--- src/rtl/zbpw_pkg.sv ---
package zbpw_pkg;

    localparam int MAX_SIDE   = 256;
    localparam int DEPTH_BITS = 32;

    localparam int SIDE_W     = $clog2(MAX_SIDE + 1);
    localparam int STORE_SIZE = MAX_SIDE * MAX_SIDE;
    localparam int ADDR_W     = (STORE_SIZE > 1) ? $clog2(STORE_SIZE) : 1;

    localparam int CFG_INDEX_W = 4;
    localparam int CFG_DATA_W  = 9;

    localparam int QUEUE_DEPTH = 4;
    localparam int QPTR_W      = $clog2(QUEUE_DEPTH);

    typedef logic [SIDE_W-1:0]     t_side;
    typedef logic [ADDR_W-1:0]     t_addr;
    typedef logic [DEPTH_BITS-1:0] t_depth;
    typedef logic [31:0]           t_color;
    typedef logic [16:0]           t_bright;

    localparam logic [CFG_INDEX_W-1:0] REG_WIDTH  = CFG_INDEX_W'(0);
    localparam logic [CFG_INDEX_W-1:0] REG_HEIGHT = CFG_INDEX_W'(1);

    localparam logic [1:0] MODE_DRAW  = 2'd0;
    localparam logic [1:0] MODE_READ  = 2'd1;
    localparam logic [1:0] MODE_CLEAR = 2'd2;

    localparam t_depth  FAR_DEPTH   = '1;
    localparam t_color  CLEAR_COLOR = 32'd255;
    localparam t_bright ONE_Q16     = 17'd65536;
    localparam t_side   SIDE_RESET  = SIDE_W'((MAX_SIDE < 256) ? MAX_SIDE : 256);
    localparam t_addr   INIT_LAST   = ADDR_W'(STORE_SIZE - 1);

    typedef enum logic [1:0] {
        OP_DRAW,
        OP_READ,
        OP_CLEAR
    } t_op;

    // For a clear request, addr holds the last index in use.
    typedef struct packed {
        t_op    op;
        logic   on_screen;
        t_addr  addr;
        t_depth depth;
        t_color color;
    } t_job;

    typedef enum logic [1:0] {
        BS_INIT,
        BS_IDLE,
        BS_EXEC,
        BS_CLEAR
    } t_bstate;

    function automatic t_side clamp_side(input logic [CFG_DATA_W-1:0] v);
        t_side res;
        if (v == '0) begin
            res = t_side'(1);
        end else if (32'(v) > 32'(MAX_SIDE)) begin
            res = t_side'(MAX_SIDE);
        end else begin
            res = t_side'(v);
        end
        return res;
    endfunction

    // Round half up: (c * b + 0.5) in Q16, then drop the fraction.
    function automatic logic [7:0] shade_channel(input logic [7:0] c, input t_bright b);
        logic [24:0] prod;
        prod = 25'(c) * 25'(b) + 25'd32768;
        return prod[23:16];
    endfunction

endpackage

--- src/rtl/zbpw_fifo.sv ---
module zbpw_fifo import zbpw_pkg::*; (
    input  logic i_clk,
    input  logic i_rst_n,
    input  logic i_push,
    input  t_job i_job,
    input  logic i_pop,
    output logic o_full,
    output logic o_empty,
    output t_job o_head
);

    t_job              r_mem [QUEUE_DEPTH];
    logic [QPTR_W-1:0] r_wr_ptr;
    logic [QPTR_W-1:0] r_rd_ptr;
    logic [QPTR_W:0]   r_count;
    logic              do_push;
    logic              do_pop;

    assign o_full  = (r_count == (QPTR_W + 1)'(QUEUE_DEPTH));
    assign o_empty = (r_count == '0);
    assign o_head  = r_mem[r_rd_ptr];
    assign do_push = i_push && !o_full;
    assign do_pop  = i_pop && !o_empty;

    always_ff @(posedge i_clk) begin
        if (do_push) begin
            r_mem[r_wr_ptr] <= i_job;
        end
    end

    always_ff @(posedge i_clk) begin
        if (!i_rst_n) begin
            r_wr_ptr <= '0;
            r_rd_ptr <= '0;
            r_count  <= '0;
        end else begin
            if (do_push) begin
                r_wr_ptr <= r_wr_ptr + QPTR_W'(1);
            end
            if (do_pop) begin
                r_rd_ptr <= r_rd_ptr + QPTR_W'(1);
            end
            if (do_push && !do_pop) begin
                r_count <= r_count + (QPTR_W + 1)'(1);
            end else if (do_pop && !do_push) begin
                r_count <= r_count - (QPTR_W + 1)'(1);
            end
        end
    end

endmodule

--- config.mk ---
export PLATFORM = sky130hd
export DESIGN_NAME = zbpw_fifo
export DESIGN_NICKNAME = d
export VERILOG_FILES = /design/src/rtl/zbpw_pkg.sv /design/src/rtl/zbpw_fifo.sv
export SDC_FILE = /design/constraint.sdc
export NUM_CORES = 1
export LEC_CHECK = 0
export ABC_AREA = 1
export BUFFER_PORTS_ARGS = -buffer_cell sky130_fd_sc_hd__buf_4
export CELL_PAD_IN_SITES_DETAIL_PLACEMENT = 1
export CELL_PAD_IN_SITES_GLOBAL_PLACEMENT = 2
export CORE_AREA = 2 2 192 194
export DETAILED_ROUTE_END_ITERATION = 8
export DIE_AREA = 0 0 194 196
export PLACE_DENSITY_LB_ADDON = 0.1
export SYNTH_ARGS = -nofsm -noshare
export SYNTH_HDL_FRONTEND = slang
export SYNTH_SLANG_ARGS = --single-unit
--- constraint.sdc ---
create_clock -name i_clk -period 4.4 [get_ports i_clk]
set_input_delay 0.22 -clock i_clk [delete_from_list [all_inputs] [get_ports i_clk]]
set_output_delay 0.22 -clock i_clk [all_outputs]
set_load 0.05 [all_outputs]
==> impl_metrics.json <==
{
  "status": "complete, no violations",
  "fin_skew_ns": 0.00886,
  "hpwlAfterDp_um": 17700,
  "fin_crit_sh_pct": 66.7,
  "port-buffer-count": 171,
  "hold_violations": 0,
  "synth_top_area_share_pct": 78.0,
  "drt_iter0_markers": 385,
  "cts_buffers": 38,
  "cts_tree": "yes",
  "grt_max_degree": 131,
  "post_cts_buffers": 0,
  "h-tree-depth": 2,
  "synth-seq-cells": 341,
  "grt_pass1_vias": 8310,
  "fin_util_pct": 45.7,
  "netlist_top_cells_area": "edfxtp_1, nor2_1, o21ai_0",
  "place.gp.congestion": 0.682,
  "start_util_pct": 35.4,
  "slowest_stage": "inv_6",
  "vias": 7938,
  "fill_cells": 3691,
  "drc": 0,
  "dieWidth_um": 194,
  "slew_headroom_pct": 28.6,
  "cts.sinks": 341,
  "whs_ns": 0.0323,
  "syn_nets": 966,
  "synth_area_per_cell_um2": 14.6,
  "setup_viol": 0,
  "cts_resized": 0,
  "pwr_density_cell_nw_per_um2": 645,
  "die-height_um": 196,
  "fp-row-count": 70,
  "rsz0062_at_grt": "false",
  "critPathCaptureType": "primary output",
  "final_cell_mix": "edfxtp_1, buf_4, nor2_1, o21ai_0, dlygate4sd3_1",
  "synth.distinct_cells": 20,
  "maxSlewViolCount": 0,
  "syn_inst": 873,
  "placed_cell_area_um2": 14500,
  "max_cap_violations": 0,
  "layout_commonest_cell": "edfxtp_1",
  "ctsHoldBuffers": 84,
  "final_nets": 1221,
  "arrival_ns": 2.71,
  "dr.pass1.iters": 4,
  "ir_drop_mv": 0.327,
  "hold_path.class": "input pin to register",
  "drt.antenna.violating_nets": 0,
  "ios": 172,
  "core_um2": 36100,
  "grt_util_all_layers_pct": 16.7,
  "design_area_um2": 16500,
  "grt_antenna_before_repair": 1,
  "netlist_area_um2": 12800,
  "path_clk_slew_ns": 0.06,
  "crit_chain": "inv_6 > buf_4 > nor2_1 > o22ai_1 > buf_4",
  "crit_fanout": 130,
  "finalWorstSetupSlack_ns": 1.47,
  "max_freq_mhz": 341,
  "drive_above_1_share_pct": 20.8,
  "ys.warnings.count": 0,
  "min_period_ns": 2.93,
  "yosysSeqAreaShare_pct": 79.4,
  "area_delta_synth_final_pct": 28.8,
  "die-area_um2": 38000,
  "insertedDiodeCount": 0,
  "cp-start-kind": "register",
  "worst-slew-pin-transition_ns": 1.07,
  "cp.required_ns": 4.18,
  "p_leak_nw": 5.81,
  "path_common_cell": "buf_4",
  "vias_per_cell": 4.90,
  "cpPeakStageDelay_ns": 0.79,
  "wl_um": 32000,
  "synth_largest_area_cell": "edfxtp_1",
  "cts.path.max_buffers": 3,
  "wl_per_cell_um": 19.8,
  "grt-ovfl-total": 0,
  "crit_type": "register to primary output",
  "grt_pass1_wl_um": 49000,
  "clock_latency_ns": 0.51,
  "post-place-ws_ns": 1.86,
  "cts.root.buffer_cell": "clkbuf_16"
}
[worst max-delay path: cells and delay by family, from the launching register on]
kind                   cells  cell delay (ns)
flip-flops                 1             0.45
buffers and inverters      3             1.43
AND/OR/NAND/NOR            1             0.07
AO/OA/AOI/OAI              1             0.22
[power breakdown]
part           internal [W]  switching (W)  leakage (nW)
registers           0.00395       0.000123          3.12
logic              0.000945        0.00262          2.12
clock network       0.00179        0.00119         0.573
[state kept, by name, summed over array words and instances, names as in the netlist, named ones only]
name	count
r_count	3
r_mem	332
r_rd_ptr	2
r_wr_ptr	2
[worst paths after layout]
| kind | start | end | slack [ns] | cells past startpoint |
|---|---|---|---|---|
| worst max-delay path | register | o_head[9] | 1.47 | 5 |
| worst min-delay path | i_pop | register | 0.03 | 3 |
| worst max register to register | r_count[0]$_SDFFE_PN0P_ | r_mem[1][30]$_DFFE_PP_ | 2.07 | 5 |
| worst min register to register | r_rd_ptr[1]$_SDFFE_PN0P_ | register | 0.50 | 2 |
[synth_stat cells]
| cell | instances |
|---|---|
| edfxtp_1 | 332 |
| nor2_1 | 180 |
| o21ai_0 | 107 |
| o22ai_1 | 83 |
| o21ai_1 | 60 |
| clkbuf_1 | 21 |
| inv_1 | 17 |
| nand2_1 | 15 |
| buf_6 | 13 |
| buf_4 | 9 |
| dfxtp_1 | 9 |
| buf_2 | 8 |
| ha_1 | 5 |
| nand3_1 | 4 |
| a21oi_1 | 3 |
| clkbuf_2 | 3 |
| fa_1 | 1 |
| inv_4 | 1 |
| nand3b_1 | 1 |
| xor2_1 | 1 |
[per-layer routing]
metal	vias up	track usage (%)	routed length [µm]
met5	-	0	11
met4	2	4.43	619
met3	44	3.56	1430
met2	142	28.7	15800
met1	3970	21.4	14100
li1	3780	-	-
[through the flow]
step / total power (W) / setup TNS [ns] / std cells
floorplan: 0.00661 / -81.35 / 873
detailed placement: 0.00772 / 0 / 1472
finish: 0.0106 / 0 / 1620
CTS: 0.0108 / 0 / 1620
global route: 0.0111 / 0 / 1620
global placement: 0.00770 / 0 / 1472
[kinds of logic after synthesis]
| kind of cell | Yosys count | synth area share, % |
|---|---|---|
| flip-flops | 341 | 79.4 |
| AO/OA/AOI/OAI | 253 | 10.7 |
| AND/OR/NAND/NOR | 200 | 5.94 |
| buffers and inverters | 72 | 3.27 |
| adder cells (fa/ha/maj) | 6 | 0.646 |
| XOR/XNOR | 1 | 0.0685 |
[area by class of cell]
type	instances	area, µm²	share of cell area [%]
Multi-Input combinational cell	460	2250	13.7
Sequential cell	341	10200	61.6
Timing Repair Buffer	269	2240	13.6
Clock buffer	48	1050	6.39
Tap cell	468	586	3.55
Inverter	18	72.6	0.440
Clock inverter	16	118	0.714
Power figures use the tool's default switching activity.
