==> src/rtl/zbpw_pkg.sv <==
package zbpw_pkg;

    localparam int MAX_SIDE   = 256;
    localparam int DEPTH_BITS = 32;

    localparam int SIDE_W     = $clog2(MAX_SIDE + 1);
    localparam int STORE_SIZE = MAX_SIDE * MAX_SIDE;
    localparam int ADDR_W     = (STORE_SIZE > 1) ? $clog2(STORE_SIZE) : 1;

    localparam int CFG_INDEX_W = 4;
    localparam int CFG_DATA_W  = 9;

    localparam int QUEUE_DEPTH = 4;
    localparam int QPTR_W      = $clog2(QUEUE_DEPTH);

    typedef logic [SIDE_W-1:0]     t_side;
    typedef logic [ADDR_W-1:0]     t_addr;
    typedef logic [DEPTH_BITS-1:0] t_depth;
    typedef logic [31:0]           t_color;
    typedef logic [16:0]           t_bright;

    localparam logic [CFG_INDEX_W-1:0] REG_WIDTH  = CFG_INDEX_W'(0);
    localparam logic [CFG_INDEX_W-1:0] REG_HEIGHT = CFG_INDEX_W'(1);

    localparam logic [1:0] MODE_DRAW  = 2'd0;
    localparam logic [1:0] MODE_READ  = 2'd1;
    localparam logic [1:0] MODE_CLEAR = 2'd2;

    localparam t_depth  FAR_DEPTH   = '1;
    localparam t_color  CLEAR_COLOR = 32'd255;
    localparam t_bright ONE_Q16     = 17'd65536;
    localparam t_side   SIDE_RESET  = SIDE_W'((MAX_SIDE < 256) ? MAX_SIDE : 256);
    localparam t_addr   INIT_LAST   = ADDR_W'(STORE_SIZE - 1);

    typedef enum logic [1:0] {
        OP_DRAW,
        OP_READ,
        OP_CLEAR
    } t_op;

    // For a clear request, addr holds the last index in use.
    typedef struct packed {
        t_op    op;
        logic   on_screen;
        t_addr  addr;
        t_depth depth;
        t_color color;
    } t_job;

    typedef enum logic [1:0] {
        BS_INIT,
        BS_IDLE,
        BS_EXEC,
        BS_CLEAR
    } t_bstate;

    function automatic t_side clamp_side(input logic [CFG_DATA_W-1:0] v);
        t_side res;
        if (v == '0) begin
            res = t_side'(1);
        end else if (32'(v) > 32'(MAX_SIDE)) begin
            res = t_side'(MAX_SIDE);
        end else begin
            res = t_side'(v);
        end
        return res;
    endfunction

    // Round half up: (c * b + 0.5) in Q16, then drop the fraction.
    function automatic logic [7:0] shade_channel(input logic [7:0] c, input t_bright b);
        logic [24:0] prod;
        prod = 25'(c) * 25'(b) + 25'd32768;
        return prod[23:16];
    endfunction

endpackage

==> src/rtl/zbpw_ifs.sv <==
interface zbpw_in_if;
    logic        valid;
    logic        ready;
    logic [1:0]  mode;
    logic [7:0]  x;
    logic [7:0]  y;
    logic [31:0] depth;
    logic [31:0] color;
    logic [16:0] brightness;

    modport source (output valid, mode, x, y, depth, color, brightness, input ready);
    modport sink   (input valid, mode, x, y, depth, color, brightness, output ready);
endinterface


interface zbpw_cfg_if;
    logic       valid;
    logic       ready;
    logic [3:0] index;
    logic [8:0] data;

    modport source (output valid, index, data, input ready);
    modport sink   (input valid, index, data, output ready);
endinterface

==> src/rtl/zbpw_front.sv <==
module zbpw_front import zbpw_pkg::*; (
    input  logic       i_clk,
    input  logic       i_rst_n,
    zbpw_in_if.sink    i_pix,
    zbpw_cfg_if.sink   i_cfg,
    input  logic       i_init_busy,
    input  logic       i_q_full,
    output logic       o_push,
    output t_job       o_job
);

    localparam int CMP_W  = SIDE_W + 8;
    localparam int PROD_W = SIDE_W + 9;
    localparam int AREA_W = 2 * SIDE_W;

    t_side   r_width;
    t_side   r_height;
    logic    accept;
    logic    on_screen;
    t_bright bright;
    t_addr   pos;
    t_addr   clear_last;

    assign i_cfg.ready = 1'b1;

    always_ff @(posedge i_clk) begin
        if (!i_rst_n) begin
            r_width  <= SIDE_RESET;
            r_height <= SIDE_RESET;
        end else if (i_cfg.valid) begin
            unique case (i_cfg.index)
                REG_WIDTH:  r_width  <= clamp_side(i_cfg.data);
                REG_HEIGHT: r_height <= clamp_side(i_cfg.data);
                default: ;
            endcase
        end
    end

    assign i_pix.ready = !i_q_full && !i_init_busy;
    assign accept      = i_pix.valid && i_pix.ready;

    assign on_screen = (CMP_W'(i_pix.x) < CMP_W'(r_width)) &&
                       (CMP_W'(i_pix.y) < CMP_W'(r_height));
    assign pos    = t_addr'(PROD_W'(i_pix.x) * PROD_W'(r_height) + PROD_W'(i_pix.y));
    assign clear_last = t_addr'(AREA_W'(r_width) * AREA_W'(r_height) - AREA_W'(1));
    assign bright = (i_pix.brightness > ONE_Q16) ? ONE_Q16 : i_pix.brightness;

    always_comb begin
        o_job.on_screen = on_screen;
        o_job.addr   = pos;
        o_job.depth  = t_depth'(i_pix.depth);
        o_job.color  = {shade_channel(i_pix.color[31:24], bright),
                        shade_channel(i_pix.color[23:16], bright),
                        shade_channel(i_pix.color[15:8], bright),
                        i_pix.color[7:0]};
        o_job.op     = OP_DRAW;
        o_push       = 1'b0;
        unique case (i_pix.mode)
            MODE_DRAW: begin
                // Draws off the screen have no effect and are dropped here.
                o_push = accept && on_screen;
            end
            MODE_READ: begin
                o_job.op = OP_READ;
                o_push   = accept;
            end
            MODE_CLEAR: begin
                o_job.op   = OP_CLEAR;
                o_job.addr = clear_last;
                o_push     = accept;
            end
            default: o_push = 1'b0;
        endcase
    end

endmodule

==> src/flat_wrapper.sv <==
// flat-port wrapper written by rule: the top's interface ports become plain ports
module zbpw_front_flat import zbpw_pkg::*;
  (i_clk, i_rst_n, i_init_busy, i_q_full, o_push, o_job, i_pix_valid, i_pix_mode, i_pix_x, i_pix_y, i_pix_depth, i_pix_color, i_pix_brightness, i_pix_ready, i_cfg_valid, i_cfg_index, i_cfg_data, i_cfg_ready);
  zbpw_in_if i_pix_i ();
  zbpw_cfg_if i_cfg_i ();
  input  logic i_clk;
  input  logic i_rst_n;
  input  logic i_init_busy;
  input  logic i_q_full;
  output logic o_push;
  output t_job o_job;
  input wire logic [$bits(i_pix_i.valid)-1:0] i_pix_valid;
  input wire logic [$bits(i_pix_i.mode)-1:0] i_pix_mode;
  input wire logic [$bits(i_pix_i.x)-1:0] i_pix_x;
  input wire logic [$bits(i_pix_i.y)-1:0] i_pix_y;
  input wire logic [$bits(i_pix_i.depth)-1:0] i_pix_depth;
  input wire logic [$bits(i_pix_i.color)-1:0] i_pix_color;
  input wire logic [$bits(i_pix_i.brightness)-1:0] i_pix_brightness;
  output wire logic [$bits(i_pix_i.ready)-1:0] i_pix_ready;
  input wire logic [$bits(i_cfg_i.valid)-1:0] i_cfg_valid;
  input wire logic [$bits(i_cfg_i.index)-1:0] i_cfg_index;
  input wire logic [$bits(i_cfg_i.data)-1:0] i_cfg_data;
  output wire logic [$bits(i_cfg_i.ready)-1:0] i_cfg_ready;
  assign i_pix_i.valid = i_pix_valid;
  assign i_pix_i.mode = i_pix_mode;
  assign i_pix_i.x = i_pix_x;
  assign i_pix_i.y = i_pix_y;
  assign i_pix_i.depth = i_pix_depth;
  assign i_pix_i.color = i_pix_color;
  assign i_pix_i.brightness = i_pix_brightness;
  assign i_pix_ready = i_pix_i.ready;
  assign i_cfg_i.valid = i_cfg_valid;
  assign i_cfg_i.index = i_cfg_index;
  assign i_cfg_i.data = i_cfg_data;
  assign i_cfg_ready = i_cfg_i.ready;
  zbpw_front u_core (.i_clk(i_clk), .i_rst_n(i_rst_n), .i_pix(i_pix_i), .i_cfg(i_cfg_i), .i_init_busy(i_init_busy), .i_q_full(i_q_full), .o_push(o_push), .o_job(o_job));
endmodule
==> config.mk <==
export PLATFORM = sky130hd
export DESIGN_NAME = zbpw_front_flat
export DESIGN_NICKNAME = d
export VERILOG_FILES = /design/src/rtl/zbpw_pkg.sv /design/src/rtl/zbpw_ifs.sv /design/src/rtl/zbpw_front.sv /design/src/flat_wrapper.sv
export SDC_FILE = /design/constraint.sdc
export NUM_CORES = 1
export LEC_CHECK = 0
export ABC_AREA = 1
export BUFFER_PORTS_ARGS = -buffer_cell sky130_fd_sc_hd__buf_2
export CORE_MARGIN = 2
export CORE_UTILIZATION = 63
export CTS_BUF_LIST = sky130_fd_sc_hd__clkbuf_4 sky130_fd_sc_hd__clkbuf_8 sky130_fd_sc_hd__clkbuf_16
export CTS_CLUSTER_DIAMETER = 40
export CTS_CLUSTER_SIZE = 10
export DETAILED_ROUTE_END_ITERATION = 12
export GPL_ROUTABILITY_DRIVEN = 1
export HOLD_SLACK_MARGIN = 0.03
export PLACE_DENSITY = 0.94
export SLEW_MARGIN = 20
export SYNTH_ARGS = -nofsm -noshare
export SYNTH_HDL_FRONTEND = slang
export SYNTH_SLANG_ARGS = --single-unit
==> constraint.sdc <==
create_clock -name i_clk -period 7 [get_ports i_clk]
set_input_delay 1.05 -clock i_clk [delete_from_list [all_inputs] [get_ports i_clk]]
set_output_delay 1.05 -clock i_clk [all_outputs]
set_load 0.01 [all_outputs]
==> impl_metrics.tcl <==
set metrics [dict create \
    status "finished, final reports clean" \
    whs_ns 0.728 \
    port_buffers 122 \
    hold_viol 0 \
    die_y_um 184 \
    critical_path.slowest_cell "fa_1" \
    cp_slowest_stage_delay_ns 0.52 \
    ys_types 41 \
    setup_ws_ns 0.0100 \
    drtIter0Drc 2230 \
    cts_buffers 3 \
    worst_slew_pin_slew_ns 0.870 \
    crit_top_cell "nand2_1" \
    fin_worst_skew_ns 0 \
    antenna_found_initial 1 \
    finalPower_mw 3.02 \
    crit_arrival_ns 5.94 \
    ys_seq_elements 18 \
    grt-ovfl-total 0 \
    finalCriticalPeriod_ns 6.99 \
    async_flop_share_pct 0 \
    maxCapViolCount 0 \
    required_ns 5.95 \
    drc 0 \
    post-route-util_pct 69.9 \
    path_clk_slew_ns 0.05 \
    synth_area_um2 20300 \
    cts-root-buf "clkbuf_16" \
    synth_edf_count 0 \
    place_area_um2 21100 \
    fin_area_um2 22100 \
    yosysTopAreaCell "fa_1" \
    fin_setup_tns_ns 0 \
    grt_pass1_vias 20400 \
    area_delta_synth_final_pct 8.89 \
    core.rowCount 65 \
    cts_tree "yes" \
    seq_area_frac_synth_pct 1.78 \
    avgSynthCellArea_um2 7.11 \
    slew_violations 0 \
    place_congestion 0.986 \
    synth.area.top_cells "fa_1, ha_1, inv_1" \
    path_max_fanout 24 \
    crit_path_start_kind "input pin" \
    dp_slack_ns -0.130 \
    critPathKind "input pin to output port" \
    fmax_mhz 143 \
    netlist_top_cells_count "inv_1, nand2_1, nor2_1, fa_1, ha_1" \
    grt_usage_pct 34.6 \
    end_kind "output port" \
    synth_most_common_cell "inv_1" \
    grt_start_max_net_pins 28 \
    wire_per_inst_um 19.0 \
    synth.yosys.warnings 0 \
    syn-num-nets 3593 \
    synth_top_cell_area_share_pct 36.1 \
    syn_inst 2854 \
    routed_wl_um 62600 \
    first_pass_iters 8 \
    max-slew-margin-rel_pct 42.0 \
    ioPinCount 204 \
    ant_nets 0 \
    grt_pass1_wl_um 94000 \
    fin_nets 3635 \
    start_util_pct 64.2 \
    cts_buffer_depth 2 \
    die-area_um2 33700 \
    min_period_over_period_pct 99.9 \
    power_leakage_nw 12.4 \
    layout-drive-gt1-share_pct 12.6 \
    place_hpwl_um 47200 \
    hold_path.class "flop to flop" \
    setup_violations 0 \
    cts.sinks 18 \
    core_area_um2 31600 \
    dpl.cell_count 3280 \
    vdd_ir_drop_max_v 0.000175 \
    die_x_um 184 \
    final_cells 3298 \
    routed-via-count 19900 \
    insertion_delay_ns 0.25 \
    avgViaCountPerCell 6.04 \
    p_per_area_nw_per_um2 137 \
    ctsHoldBuffers 0 \
    rsz0062_at_grt "yes" \
    htreeDepth 1 \
    ys_dominant_reg_cell "dfxtp_1" \
]
==> final timing paths <==
path	from	endpoint	slack, ns	depth (start not counted)
worst max-delay path	i_pix_brightness[3]	o_job[23]	0.01	27
worst max register to register	u_core.r_height[0]	u_core.r_height[0]	5.66	4
worst min register to register	u_core.r_width[6]	u_core.r_width[6]	0.73	2
worst min-delay path	u_core.r_width[6]	u_core.r_width[6]	0.73	2
==> cell families after synthesis <==
group / Yosys count / synth area share [%]
buf+inv: 851 / 16.8
fa+ha+maj: 621 / 51.8
other cells: 1 / 0.0185
compound gates: 208 / 5.49
xor+xnor: 24 / 1.04
flops: 18 / 1.78
simple gates: 1131 / 23.1
==> power breakdown <==
part           switching, mW  internal [mW]  total, mW  leakage [nW]
Sequential            0.0105          0.105      0.115         0.146
Combinational           1.72           1.06       2.78          12.2
Clock                 0.0398         0.0871      0.127        0.0442
Total                   1.77           1.25       3.02          12.4
==> timing repair <==
item | in CTS | in global routing
setup endpoints to repair | 23 | 23
pin swaps | 1 | 40
resized for setup | 6 | 194
setup buffers | 2 | 7
gates cloned | 0 | 4
==> registers in the layout, summed over array words and instances (netlist names) <==
signal           count
u_core.r_width       9
u_core.r_height      9
==> critical path, delay by kind of cell <==
| family | cells | cell delay, ns |
|---|---|---|
| AOI/OAI and AO/OA | 1 | 0.21 |
| adders and majority gates | 5 | 2.33 |
| buffers and inverters | 7 | 0.83 |
| and+or+nand+nor | 14 | 1.47 |
==> cell usage in the layout, fill, tap and decap left out, drive strengths merged <==
master  synthesis  routed
a211o           1       1
a21boi          5       5
a21o           12      12
a21oi         106     106
a31oi           2       2
and2            1       1
buf            84     185
clkbuf         68       7
clkinv          5       5
conb            1       1
dfxtp          18      18
diode           0       1
fa            366     366
ha            255     255
inv           694     694
nand2         512     513
nand2b          4       4
nand3         162     162
nand3b          9       9
nand4          21      21
nor2          388     388
nor3           25      25
nor3b           3       3
nor4            4       4
o211ai          1       1
o21a            3       3
o21ai          72      72
o21bai          4       4
o22ai           1       1
o31ai           1       1
or2             1       1
or3             1       1
xnor2          11      11
xor2           13      13
==> metal layers <==
metal  vias up  global-route usage (%)  wire length [um]
met5         -                       0                 0
met4         0                    18.4              4520
met3       510                    6.02              7670
met2      1561                    59.1             29100
met1      9307                    41.8             21300
li1       8555                       -                 -
==> layout make-up <==
type | instances | area (um2)
well taps | 402 | 503
multi-input cells | 1986 | 17300
flip-flops and latches | 18 | 360
clock buffers | 4 | 88.8
diodes | 1 | 2.50
repair buffers | 188 | 1260
inverters | 699 | 2620
fillers | 2175 | 9530
Note: power is estimated with default switching activity, not from simulation.
